--- config.mk ---
export PLATFORM = sky130hd
export DESIGN_NAME = syllable_swap_stego_embed_flat
export DESIGN_NICKNAME = d
export VERILOG_FILES = /design/src/rtl/sse_pkg.sv /design/src/rtl/sse_if.sv /design/src/rtl/syllable_swap_stego_embed.sv /design/src/rtl/sse_bitmem.sv /design/src/rtl/sse_decide.sv /design/src/flat_wrapper.sv
export VERILOG_INCLUDE_DIRS = /design/src /design/src/rtl
export SDC_FILE = /design/constraint.sdc
export NUM_CORES = 2
export LEC_CHECK = 0
export BUFFER_PORTS_ARGS = -buffer_cell sky130_fd_sc_hd__buf_2
export CORE_AREA = 5 5 429 431
export CTS_BUF_LIST = sky130_fd_sc_hd__clkbuf_8
export DETAILED_ROUTE_END_ITERATION = 8
export DIE_AREA = 0 0 434 436
export HOLD_SLACK_MARGIN = 0.03
export SLEW_MARGIN = 20
export SYNTH_ARGS = -nofsm -noshare
export SYNTH_HDL_FRONTEND = slang
export SYNTH_SLANG_ARGS = --single-unit
--- constraint.sdc ---
create_clock -name clk -period 8 [get_ports clk]
set_clock_uncertainty 0.1 [all_clocks]
set_input_delay 0.4 -clock clk [delete_from_list [all_inputs] [get_ports clk]]
set_output_delay 0.4 -clock clk [all_outputs]
set_load 0.005 [all_outputs]
--- src/rtl/syllable_swap_stego_embed_macros.svh ---
// ----------------------------------------------------------------------------
// Syllable swap embedder assertion macros
// Clocked assertion wrappers used by the embedder RTL.
// ----------------------------------------------------------------------------
`ifndef SYLLABLE_SWAP_STEGO_EMBED_MACROS_SVH
`define SYLLABLE_SWAP_STEGO_EMBED_MACROS_SVH

// Property checked at every rising edge outside reset.
`define SSE_ASSERT(lbl, clk_s, rstn_s, prop, msg) \
  lbl: assert property (@(posedge clk_s) disable iff (!rstn_s) prop) else $error(msg);

// Condition that must never be seen outside reset.
`define SSE_ASSERT_NEVER(lbl, clk_s, rstn_s, cond, msg) \
  `SSE_ASSERT(lbl, clk_s, rstn_s, !(cond), msg)

`endif

--- src/rtl/sse_pkg.sv ---
// ----------------------------------------------------------------------------
// Syllable swap embedder package
// Sizes, syllable pattern tables and shared types.
// ----------------------------------------------------------------------------
package sse_pkg;

  localparam int MAX_MESSAGE_BITS = 1024;
  localparam int WINDOW_BYTES     = 8;
  localparam int NUM_PAIRS        = 4;

  localparam int CNT_W     = $clog2(MAX_MESSAGE_BITS + 1);
  localparam int ADDR_W    = $clog2(MAX_MESSAGE_BITS);
  localparam int FILL_W    = $clog2(WINDOW_BYTES + 1);
  localparam int WIN_IDX_W = $clog2(WINDOW_BYTES);
  localparam int LOCK_W    = $clog2(WINDOW_BYTES);
  localparam int PAIR_W    = $clog2(NUM_PAIRS);
  localparam int IDX_W     = 11;

  localparam int OUT_DEPTH = 2;
  localparam int OUT_PTR_W = $clog2(OUT_DEPTH);
  localparam int OUT_CNT_W = $clog2(OUT_DEPTH + 1);

  typedef logic [0:WINDOW_BYTES-1][7:0] win_t;

  // Syllable lengths in bytes; both members of a pair share the length.
  localparam logic [FILL_W-1:0] SYL_LEN [NUM_PAIRS] = '{
    FILL_W'(6), FILL_W'(6), FILL_W'(8), FILL_W'(6)
  };

  // Variant 0 / variant 1 of each pair, UTF-8, padded with zero.
  localparam win_t SYL_PAT [NUM_PAIRS][2] = '{
    '{ '{8'hD0, 8'hBA, 8'hD0, 8'hBE, 8'hD1, 8'h81, 8'h00, 8'h00},
       '{8'hD0, 8'hBA, 8'hD0, 8'hB0, 8'hD1, 8'h81, 8'h00, 8'h00} },
    '{ '{8'hD0, 8'hB3, 8'hD0, 8'hBE, 8'hD1, 8'h80, 8'h00, 8'h00},
       '{8'hD0, 8'hB3, 8'hD0, 8'hB0, 8'hD1, 8'h80, 8'h00, 8'h00} },
    '{ '{8'hD1, 8'h81, 8'hD1, 8'h82, 8'hD0, 8'hB5, 8'hD0, 8'hBB},
       '{8'hD1, 8'h81, 8'hD1, 8'h82, 8'hD0, 8'hB8, 8'hD0, 8'hBB} },
    '{ '{8'hD0, 8'hB1, 8'hD0, 8'hB5, 8'hD1, 8'h80, 8'h00, 8'h00},
       '{8'hD0, 8'hB1, 8'hD0, 8'hB8, 8'hD1, 8'h80, 8'h00, 8'h00} }
  };

  // Outcome of deciding the window head.
  typedef struct packed {
    win_t              win;
    logic [7:0]        out_byte;
    logic              consume;
    logic [LOCK_W-1:0] lock;
    logic [FILL_W-1:0] fill;
  } dec_t;

  typedef struct packed {
    logic [7:0]              out_byte;
    logic                    is_last;
    logic signed [IDX_W-1:0] last_bit_index;
  } out_t;

endpackage

--- src/rtl/sse_if.sv ---
// ----------------------------------------------------------------------------
// Syllable swap embedder channels
// Valid/ready interfaces for the input and result streams.
// ----------------------------------------------------------------------------
interface sse_in_if;
  logic       valid;
  logic       ready;
  logic       mode;
  logic       message_bit;
  logic [7:0] text_byte;
  logic       end_of_text;

  modport source (output valid, mode, message_bit, text_byte, end_of_text,
                  input ready);
  modport sink   (input valid, mode, message_bit, text_byte, end_of_text,
                  output ready);
endinterface

interface sse_out_if;
  logic                    valid;
  logic                    ready;
  logic [7:0]              out_byte;
  logic                    is_last;
  logic signed [10:0]      last_bit_index;

  modport source (output valid, out_byte, is_last, last_bit_index, input ready);
  modport sink   (input valid, out_byte, is_last, last_bit_index, output ready);
endinterface

--- src/rtl/syllable_swap_stego_embed.sv ---
// ----------------------------------------------------------------------------
// Syllable swap stego embedder
// Hides stored message bits in UTF-8 text by swapping syllable variants.
//
//   channel  | dir | payload                                   | transfer
//   in_ch    | in  | mode, message_bit, text_byte, end_of_text | valid & ready
//   out_ch   | out | out_byte, is_last, last_bit_index         | valid & ready
//
// One input item per cycle unless draining or the result buffer is full; a
// text byte leaves seven bytes later. An end-of-text byte drains the window,
// one result per cycle when the buffer has room; no input is taken meanwhile.
// The bit store is a single-port-write memory with a registered read at the
// next read pointer; a bit loaded in the cycle before its use is bypassed.
// A two-entry result buffer keeps input moving while a result waits.
// Reset (rst_n low, synchronous) empties window, counters and result buffer.
// ----------------------------------------------------------------------------
`include "syllable_swap_stego_embed_macros.svh"

module syllable_swap_stego_embed (
  input logic        clk,
  input logic        rst_n,
  sse_in_if.sink     in_ch,
  sse_out_if.source  out_ch
);

  // window and bit pointers
  sse_pkg::win_t               win_r,     win_nxt;
  logic [sse_pkg::FILL_W-1:0]  fill_r,    fill_nxt;
  logic [sse_pkg::LOCK_W-1:0]  lock_r,    lock_nxt;
  logic [sse_pkg::CNT_W-1:0]   bit_cnt_r, bit_cnt_nxt;
  logic [sse_pkg::CNT_W-1:0]   rp_r,      rp_nxt;
  logic                        flush_r,   flush_nxt;

  // result buffer
  sse_pkg::out_t                 slot_r [sse_pkg::OUT_DEPTH];
  logic [sse_pkg::OUT_PTR_W-1:0] wr_ptr_r;
  logic [sse_pkg::OUT_PTR_W-1:0] rd_ptr_r;
  logic [sse_pkg::OUT_CNT_W-1:0] out_cnt_r;

  logic                        accept;
  logic                        ld;
  logic                        txt;
  logic                        store_we;
  logic                        store_bit;
  sse_pkg::win_t               win_in;
  logic [sse_pkg::FILL_W-1:0]  fill_in;
  sse_pkg::win_t               dec_win;
  logic [sse_pkg::FILL_W-1:0]  dec_fill;
  sse_pkg::dec_t               dec;
  logic                        do_emit;
  logic                        last;
  logic [sse_pkg::CNT_W-1:0]   rp_after;
  logic [sse_pkg::CNT_W-1:0]   rp_m1;
  logic signed [sse_pkg::IDX_W-1:0] last_idx;
  sse_pkg::out_t               entry;
  logic                        pop;
  logic                        buf_full;

  assign buf_full    = (out_cnt_r == sse_pkg::OUT_CNT_W'(sse_pkg::OUT_DEPTH));
  assign in_ch.ready = !flush_r && !buf_full;
  assign accept      = in_ch.valid && in_ch.ready;
  assign ld          = accept && !in_ch.mode;
  assign txt         = accept && in_ch.mode;
  assign store_we    = ld && (bit_cnt_r < sse_pkg::CNT_W'(sse_pkg::MAX_MESSAGE_BITS));

  // place the incoming byte behind the filled part of the window
  always_comb begin
    win_in = win_r;
    if (txt) begin
      win_in[fill_r[sse_pkg::WIN_IDX_W-1:0]] = in_ch.text_byte;
    end
  end
  assign fill_in = fill_r + sse_pkg::FILL_W'(txt);

  assign dec_win  = flush_r ? win_r  : win_in;
  assign dec_fill = flush_r ? fill_r : fill_in;

  sse_decide u_decide (
    .win_i   (dec_win),
    .fill_i  (dec_fill),
    .lock_i  (lock_r),
    .avail_i (rp_r < bit_cnt_r),
    .bit_i   (store_bit),
    .dec_o   (dec)
  );

  assign do_emit = flush_r ? !buf_full
                           : (txt && (in_ch.end_of_text ||
                              (fill_in == sse_pkg::FILL_W'(sse_pkg::WINDOW_BYTES))));
  assign last     = do_emit && (dec.fill == '0);
  assign rp_after = rp_r + sse_pkg::CNT_W'(dec.consume);
  assign rp_m1    = rp_after - 1'b1;
  assign last_idx = (rp_after == '0) ? '1 : sse_pkg::IDX_W'(rp_m1);

  always_comb begin
    win_nxt     = win_r;
    fill_nxt    = fill_r;
    lock_nxt    = lock_r;
    rp_nxt      = rp_r;
    bit_cnt_nxt = bit_cnt_r;
    flush_nxt   = flush_r;
    if (store_we) begin
      bit_cnt_nxt = bit_cnt_r + 1'b1;
    end
    if (do_emit) begin
      win_nxt   = dec.win;
      fill_nxt  = dec.fill;
      lock_nxt  = dec.lock;
      rp_nxt    = rp_after;
      flush_nxt = flush_r || (txt && in_ch.end_of_text);
    end else if (txt) begin
      win_nxt  = win_in;
      fill_nxt = fill_in;
    end
    // end of text: drop all message state
    if (last) begin
      fill_nxt    = '0;
      lock_nxt    = '0;
      rp_nxt      = '0;
      bit_cnt_nxt = '0;
      flush_nxt   = 1'b0;
    end
  end

  always_ff @(posedge clk) begin
    win_r <= win_nxt;
  end

  always_ff @(posedge clk) begin
    if (!rst_n) begin
      fill_r    <= '0;
      lock_r    <= '0;
      rp_r      <= '0;
      bit_cnt_r <= '0;
      flush_r   <= 1'b0;
    end else begin
      fill_r    <= fill_nxt;
      lock_r    <= lock_nxt;
      rp_r      <= rp_nxt;
      bit_cnt_r <= bit_cnt_nxt;
      flush_r   <= flush_nxt;
    end
  end

  // read at the next read pointer so the bit at the read pointer is ready when needed
  sse_bitmem u_bitmem (
    .clk   (clk),
    .rst_n (rst_n),
    .we    (store_we),
    .waddr (bit_cnt_r[sse_pkg::ADDR_W-1:0]),
    .wdata (in_ch.message_bit),
    .raddr (rp_nxt[sse_pkg::ADDR_W-1:0]),
    .rdata (store_bit)
  );

  // result buffer
  always_comb begin
    entry.out_byte       = dec.out_byte;
    entry.is_last        = last;
    entry.last_bit_index = last ? last_idx : '0;
  end

  assign pop = out_ch.valid && out_ch.ready;

  always_ff @(posedge clk) begin
    if (do_emit) begin
      slot_r[wr_ptr_r] <= entry;
    end
  end

  always_ff @(posedge clk) begin
    if (!rst_n) begin
      wr_ptr_r  <= '0;
      rd_ptr_r  <= '0;
      out_cnt_r <= '0;
    end else begin
      if (do_emit) begin
        wr_ptr_r <= wr_ptr_r + 1'b1;
      end
      if (pop) begin
        rd_ptr_r <= rd_ptr_r + 1'b1;
      end
      out_cnt_r <= out_cnt_r + sse_pkg::OUT_CNT_W'(do_emit)
                             - sse_pkg::OUT_CNT_W'(pop);
    end
  end

  assign out_ch.valid          = (out_cnt_r != '0);
  assign out_ch.out_byte       = slot_r[rd_ptr_r].out_byte;
  assign out_ch.is_last        = slot_r[rd_ptr_r].is_last;
  assign out_ch.last_bit_index = slot_r[rd_ptr_r].last_bit_index;

  `SSE_ASSERT(a_fill_range, clk, rst_n, fill_r < sse_pkg::FILL_W'(sse_pkg::WINDOW_BYTES), "window fill out of range")
  `SSE_ASSERT(a_rp_le_cnt, clk, rst_n, rp_r <= bit_cnt_r, "read pointer passed bit count")
  `SSE_ASSERT(a_lock_has_bit, clk, rst_n, (lock_r != '0) |-> (rp_r != '0), "lock without consumed bit")
  `SSE_ASSERT(a_last_clears, clk, rst_n, last |=> (fill_r == '0 && bit_cnt_r == '0 && !flush_r), "end of text did not clear state")
  `SSE_ASSERT_NEVER(a_buf_over, clk, rst_n, out_cnt_r > sse_pkg::OUT_CNT_W'(sse_pkg::OUT_DEPTH), "result buffer overflow")

endmodule

--- src/rtl/sse_bitmem.sv ---
// ----------------------------------------------------------------------------
// Message bit store
// Single-bit synchronous memory, one write and one registered read per cycle,
// with write-to-read bypass on a same-address collision.
// ----------------------------------------------------------------------------
module sse_bitmem (
  input  logic                      clk,
  input  logic                      rst_n,
  input  logic                      we,
  input  logic [sse_pkg::ADDR_W-1:0] waddr,
  input  logic                      wdata,
  input  logic [sse_pkg::ADDR_W-1:0] raddr,
  output logic                      rdata
);

  logic mem [sse_pkg::MAX_MESSAGE_BITS];
  logic rd_r;
  logic fwd_r;
  logic fwd_bit_r;

  always_ff @(posedge clk) begin
    if (we) begin
      mem[waddr] <= wdata;
    end
    rd_r      <= mem[raddr];
    fwd_bit_r <= wdata;
  end

  always_ff @(posedge clk) begin
    if (!rst_n) begin
      fwd_r <= 1'b0;
    end else begin
      fwd_r <= we && (waddr == raddr);
    end
  end

  // take the bit being written when the read hit the same entry
  assign rdata = fwd_r ? fwd_bit_r : rd_r;

endmodule

--- src/rtl/sse_decide.sv ---
// ----------------------------------------------------------------------------
// Window head decision
// Matches the syllable pairs at the window head, substitutes the selected
// variant, emits the head byte and shifts the window by one.
// ----------------------------------------------------------------------------
module sse_decide (
  input  sse_pkg::win_t                win_i,
  input  logic [sse_pkg::FILL_W-1:0]   fill_i,
  input  logic [sse_pkg::LOCK_W-1:0]   lock_i,
  input  logic                         avail_i,
  input  logic                         bit_i,
  output sse_pkg::dec_t                dec_o
);

  logic [sse_pkg::NUM_PAIRS-1:0] eq0;
  logic [sse_pkg::NUM_PAIRS-1:0] eq1;
  logic [sse_pkg::NUM_PAIRS-1:0] hit;
  logic [sse_pkg::PAIR_W-1:0]    sel;
  logic                          take;
  sse_pkg::win_t                 wmod;

  always_comb begin
    for (int p = 0; p < sse_pkg::NUM_PAIRS; p++) begin
      eq0[p] = 1'b1;
      eq1[p] = 1'b1;
      for (int i = 0; i < sse_pkg::WINDOW_BYTES; i++) begin
        if (i < int'(sse_pkg::SYL_LEN[p])) begin
          eq0[p] = eq0[p] && (win_i[i] == sse_pkg::SYL_PAT[p][0][i]);
          eq1[p] = eq1[p] && (win_i[i] == sse_pkg::SYL_PAT[p][1][i]);
        end
      end
      // only a syllable held whole in the window counts
      hit[p] = (fill_i >= sse_pkg::SYL_LEN[p]) && (eq0[p] || eq1[p]);
    end
  end

  // pairs differ in their first letter, so at most one hits
  always_comb begin
    sel = '0;
    for (int p = 0; p < sse_pkg::NUM_PAIRS; p++) begin
      if (hit[p]) begin
        sel = sse_pkg::PAIR_W'(p);
      end
    end
  end

  assign take = (lock_i == '0) && avail_i && (|hit);

  always_comb begin
    wmod = win_i;
    if (take) begin
      for (int i = 0; i < sse_pkg::WINDOW_BYTES; i++) begin
        if (i < int'(sse_pkg::SYL_LEN[sel])) begin
          wmod[i] = sse_pkg::SYL_PAT[sel][bit_i][i];
        end
      end
    end
  end

  always_comb begin
    dec_o.out_byte = wmod[0];
    for (int i = 0; i < sse_pkg::WINDOW_BYTES - 1; i++) begin
      dec_o.win[i] = wmod[i+1];
    end
    dec_o.win[sse_pkg::WINDOW_BYTES-1] = 8'h00;
    dec_o.consume = take;
    dec_o.fill    = fill_i - 1'b1;
    if (lock_i != '0) begin
      dec_o.lock = lock_i - 1'b1;
    end else if (take) begin
      // hold the rest of the syllable unchanged
      dec_o.lock = sse_pkg::LOCK_W'(sse_pkg::SYL_LEN[sel] - 1'b1);
    end else begin
      dec_o.lock = '0;
    end
  end

endmodule

--- src/flat_wrapper.sv ---
// flat-port wrapper written by rule: the top's interface ports become plain ports
module syllable_swap_stego_embed_flat 
  (clk, rst_n, in_ch_valid, in_ch_mode, in_ch_message_bit, in_ch_text_byte, in_ch_end_of_text, in_ch_ready, out_ch_valid, out_ch_out_byte, out_ch_is_last, out_ch_last_bit_index, out_ch_ready);
  sse_in_if in_ch_i ();
  sse_out_if out_ch_i ();
  input logic clk;
  input logic rst_n;
  input wire logic [$bits(in_ch_i.valid)-1:0] in_ch_valid;
  input wire logic [$bits(in_ch_i.mode)-1:0] in_ch_mode;
  input wire logic [$bits(in_ch_i.message_bit)-1:0] in_ch_message_bit;
  input wire logic [$bits(in_ch_i.text_byte)-1:0] in_ch_text_byte;
  input wire logic [$bits(in_ch_i.end_of_text)-1:0] in_ch_end_of_text;
  output wire logic [$bits(in_ch_i.ready)-1:0] in_ch_ready;
  output wire logic [$bits(out_ch_i.valid)-1:0] out_ch_valid;
  output wire logic [$bits(out_ch_i.out_byte)-1:0] out_ch_out_byte;
  output wire logic [$bits(out_ch_i.is_last)-1:0] out_ch_is_last;
  output wire logic [$bits(out_ch_i.last_bit_index)-1:0] out_ch_last_bit_index;
  input wire logic [$bits(out_ch_i.ready)-1:0] out_ch_ready;
  assign in_ch_i.valid = in_ch_valid;
  assign in_ch_i.mode = in_ch_mode;
  assign in_ch_i.message_bit = in_ch_message_bit;
  assign in_ch_i.text_byte = in_ch_text_byte;
  assign in_ch_i.end_of_text = in_ch_end_of_text;
  assign in_ch_ready = in_ch_i.ready;
  assign out_ch_valid = out_ch_i.valid;
  assign out_ch_out_byte = out_ch_i.out_byte;
  assign out_ch_is_last = out_ch_i.is_last;
  assign out_ch_last_bit_index = out_ch_i.last_bit_index;
  assign out_ch_i.ready = out_ch_ready;
  syllable_swap_stego_embed u_core (.clk(clk), .rst_n(rst_n), .in_ch(in_ch_i), .out_ch(out_ch_i));
endmodule
==> out/summary.md <==
### Die
• **cell row count** 156
• **core area** 179800 um2
• **ports placed on the boundary** 37
• **area of the die** 189200 um2
• **height of the chip** 436 um
• **Initial Util** 29.81%
• **DIE WIDTH** 434 um

### Clock network
• **number of sinks handled by clock tree synthesis** 1166
• **Post CTS Setup Buffer Count** 0
• **clock tree from TritonCTS** done
• **number of buffers created by CTS** 189
• **later-pin clock latency in the skew report** 0.92 ns
• **number of buffers on the longest clock path** 3
• **clock-pin slew on the worst setup and hold paths** 0.07 ns
• **H-Tree Depth** 4
• **CTS Root Buffer Type** clkbuf_8

### Setup path
• **startpoint types** register
• **Worst Setup End Kind** register
• **CP arrival** 8.40 ns
• **CP Max Fanout** 41
• **critical path start-end classification** register to register
• **required time of the critical path** 8.69 ns

### Route
• **DRC violation count after routing** 0
• **detailed-route vias per instance** 5.613
• **mean routed wirelength per cell** 25.71 um
• **number of nets still failing antenna checks after routing** 0
• **routed wire length** 186900 um
• **total number of vias** 40806
• **number of DRC markers after the initial detailed-route iteration** 6026
• **detailed-router iteration count before antenna repair** 6

### Job
• **max-cap violation count** 0

### Timing
• **number of pins with negative max-slew slack in the final report** 0
• **clock period minus final worst setup slack** 7.704 ns
• **sum of negative setup slack** 0 ns
• **total count of hold-check failures in the final report** 0
• **share of the clock period used by the worst path** 96.29%
• **Slew headroom** 8.877%
• **RSZ-0062 raised after global routing** false
• **maximum clock frequency** 129.8 MHz
• **actual slew at the worst max-slew pin** 1.367 ns
• **count of endpoints failing setup in the final report** 0

### Synthesis
• **Area contributors post-synth** edfxtp_1, nor2_1, mux2i_1
• **Yosys warning total** 0
• **post-synth top area cell** edfxtp_1
• **share of the synthesized area in compound gates (AO/OA/AOI/OAI)** 10.13%
• **netlist area before placement** 53590 um2
• **number of synthesized flops with an enable pin** 1120
• **gate count of the mapped netlist** 4723
• **cell with the most instances after synthesis** nor2_1
• **number of nets in the synthesized netlist** 4763
• **area share of the largest cell type after synthesis** 62.76%
• **post-synthesis mux area share** 4.133%
• **synthesized-area fraction occupied by xor and xnor cells** 0.9293%
• **Synth top cells by count** nor2_1, edfxtp_1, nand2_1
• **number of distinct standard cells referenced by the synthesized netlist** 108
• **largest family of logic cells by synthesized area** simple AND/OR/NAND/NOR gates
• **Syn Area/Cell** 11.35 um2
• **register area share after synthesis** 64.48%
• **async set-or-reset flop fraction in the synthesized netlist** 0%
• **Post-Synth Simple-Gate Area** 15.81%
• **synthesized-area fraction occupied by adder cells** 0.5837%
• **flip-flop and latch count after synthesis** 1166
• **flip-flop cell with the highest count after synthesis** edfxtp_1

### Finish
• **final cell count without fillers** 7270
• **Area Growth Syn to Fin** 13.30%
• **Final nets** 4802
• **layout cells sized above 1** 13.29%
• **fill cell total of the finished layout** 17969
• **Finished Cell Area** 60720 um2

### Min path
• **Hold Path Class** primary input to register

### Place
• **HPWL after DPL** 105300 um
• **routability cong.** 0.8976
• **area post-placement** 57180 um2
• **post-placement cell count** 6928
• **number of buffers added on ports** 36

### GRT
• **global-route wire length before repair** 267400 um
• **maximum number of pins on one net before global-route repair** 275
• **global-route congestion overflow total** 0
• **initial antenna violation count** 6
• **global-route usage over all layers** 19.00%
• **via count of the first global-routing pass** 38550

### Power
• **power density normalized to cell area** 207.0 nW/um2
• **VDD IR max** 0.1893 mV
• **Leak** 19.53 nW

### Status
• **result of the run** finished clean

[state kept, by name, indices dropped and copies added (netlist names), 2 cells and up, named ones only]
signal	flops
u_core.u_bitmem.mem	1024
u_core.win_r	64
u_core.slot_r	40
u_core.bit_cnt_r	11
u_core.rp_r	11
u_core.fill_r	4
u_core.lock_r	3
u_core.out_cnt_r	2
[routing by layer]
layer | global-route usage, % | vias to the layer above | routed length [um]
met5 | 0 | - | 0
met4 | 7.378 | 0 | 7329
met3 | 4.785 | 418 | 22350
met2 | 29.01 | 2627 | 83650
met1 | 25.98 | 20486 | 73570
li1 | - | 17275 | -
[critical path, stage by stage (launching register included)]
cell       delay [ns]
dfxtp_1          0.36
nor2b_1          0.39
nor3_2           0.09
buf_4            0.23
nand3_1          0.26
buf_4            0.21
a21oi_1          0.08
a2111oi_2        0.29
o2111ai_1        0.17
nand4b_1         0.26
nor3_1           0.44
o21ai_0          0.31
a221oi_4         0.34
ha_1             0.22
nand2_1          0.08
xor2_1           0.16
a41oi_1          0.30
o211ai_4         0.19
nand2_8          0.34
buf_4            0.34
buf_12           0.28
mux2i_1          0.22
o22ai_1          0.09
o311ai_0         0.29
nand3_1          0.15
nor4_1           0.68
nor4b_1          0.13
or4_1            0.53
[placed cells by master (no fill, tap or decap), types with 98 or more instances in the layout]
cell	netlist	final
buf_4	9	206
mux2i_1	183	183
nor2_1	1165	1161
a21oi_1	122	121
nand3_1	102	102
clkbuf_8	7	196
o22ai_1	154	153
nand2_1	487	429
inv_1	23	98
edfxtp_1	1120	1120
[timing repair]
item,CTS,global route
resized for setup,0,1
setup endpoints to repair,0,1
hold buffers,12,0
hold endpoints to repair,193,0
[report_power, final]
part           total [mW]  leakage [nW]  internal, mW  switching, mW
Combinational       0.906          7.06         0.297          0.609
Clock                4.76          1.97          2.30           2.46
Sequential           6.90          10.5          6.82         0.0797
Total                12.6          19.5          9.42           3.15
[cell type report]
cell class,instances,area (um2),area share [%]
well taps,2370,2965,4.884
inverters,29,111.4,0.1834
clock inverters,130,620.6,1.022
flip-flops and latches,1166,34550,56.91
clock buffers,196,2698,4.443
repair buffers,285,2469,4.066
diodes,3,7.507,0.01236
multi-input cells,3091,17290,28.48
[per-stage QoR]
stage	power (mW)	utilization (%)	setup WS [ns]	hold slack, ns
after floorplan	7.521	-	1.334	0.3277
after global placement	7.902	31.80	0.5416	0.3591
after detailed placement	7.915	31.81	0.4324	0.3629
after CTS	12.60	33.72	0.3781	0.09590
after global routing	12.98	33.77	0.007315	0.1722
final	12.57	33.78	0.2964	0.1880
[cells by family after synthesis]
| group | Yosys count |
|---|---|
| multiplexers | 217 |
| buffers and inverters | 466 |
| XOR/XNOR | 53 |
| AO/OA/AOI/OAI | 771 |
| AND/OR/NAND/NOR | 2025 |
| flip-flops | 1166 |
| adder cells (fa/ha/maj) | 25 |
[worst paths after layout]
kind	from	endpoint	slack, ns	depth (start not counted)
setup / recovery	u_core.out_cnt_r[1]	u_core.u_bitmem.rd_r	0.30	27
setup reg to reg	u_core.out_cnt_r[1]	u_core.u_bitmem.rd_r	0.30	27
hold reg to reg	u_core.lock_r[2]	u_core.lock_r[2]	0.37	2
hold / removal	in_ch_valid	u_core.flush_r	0.19	6
No activity file was read; power rests on OpenSTA's default activity.
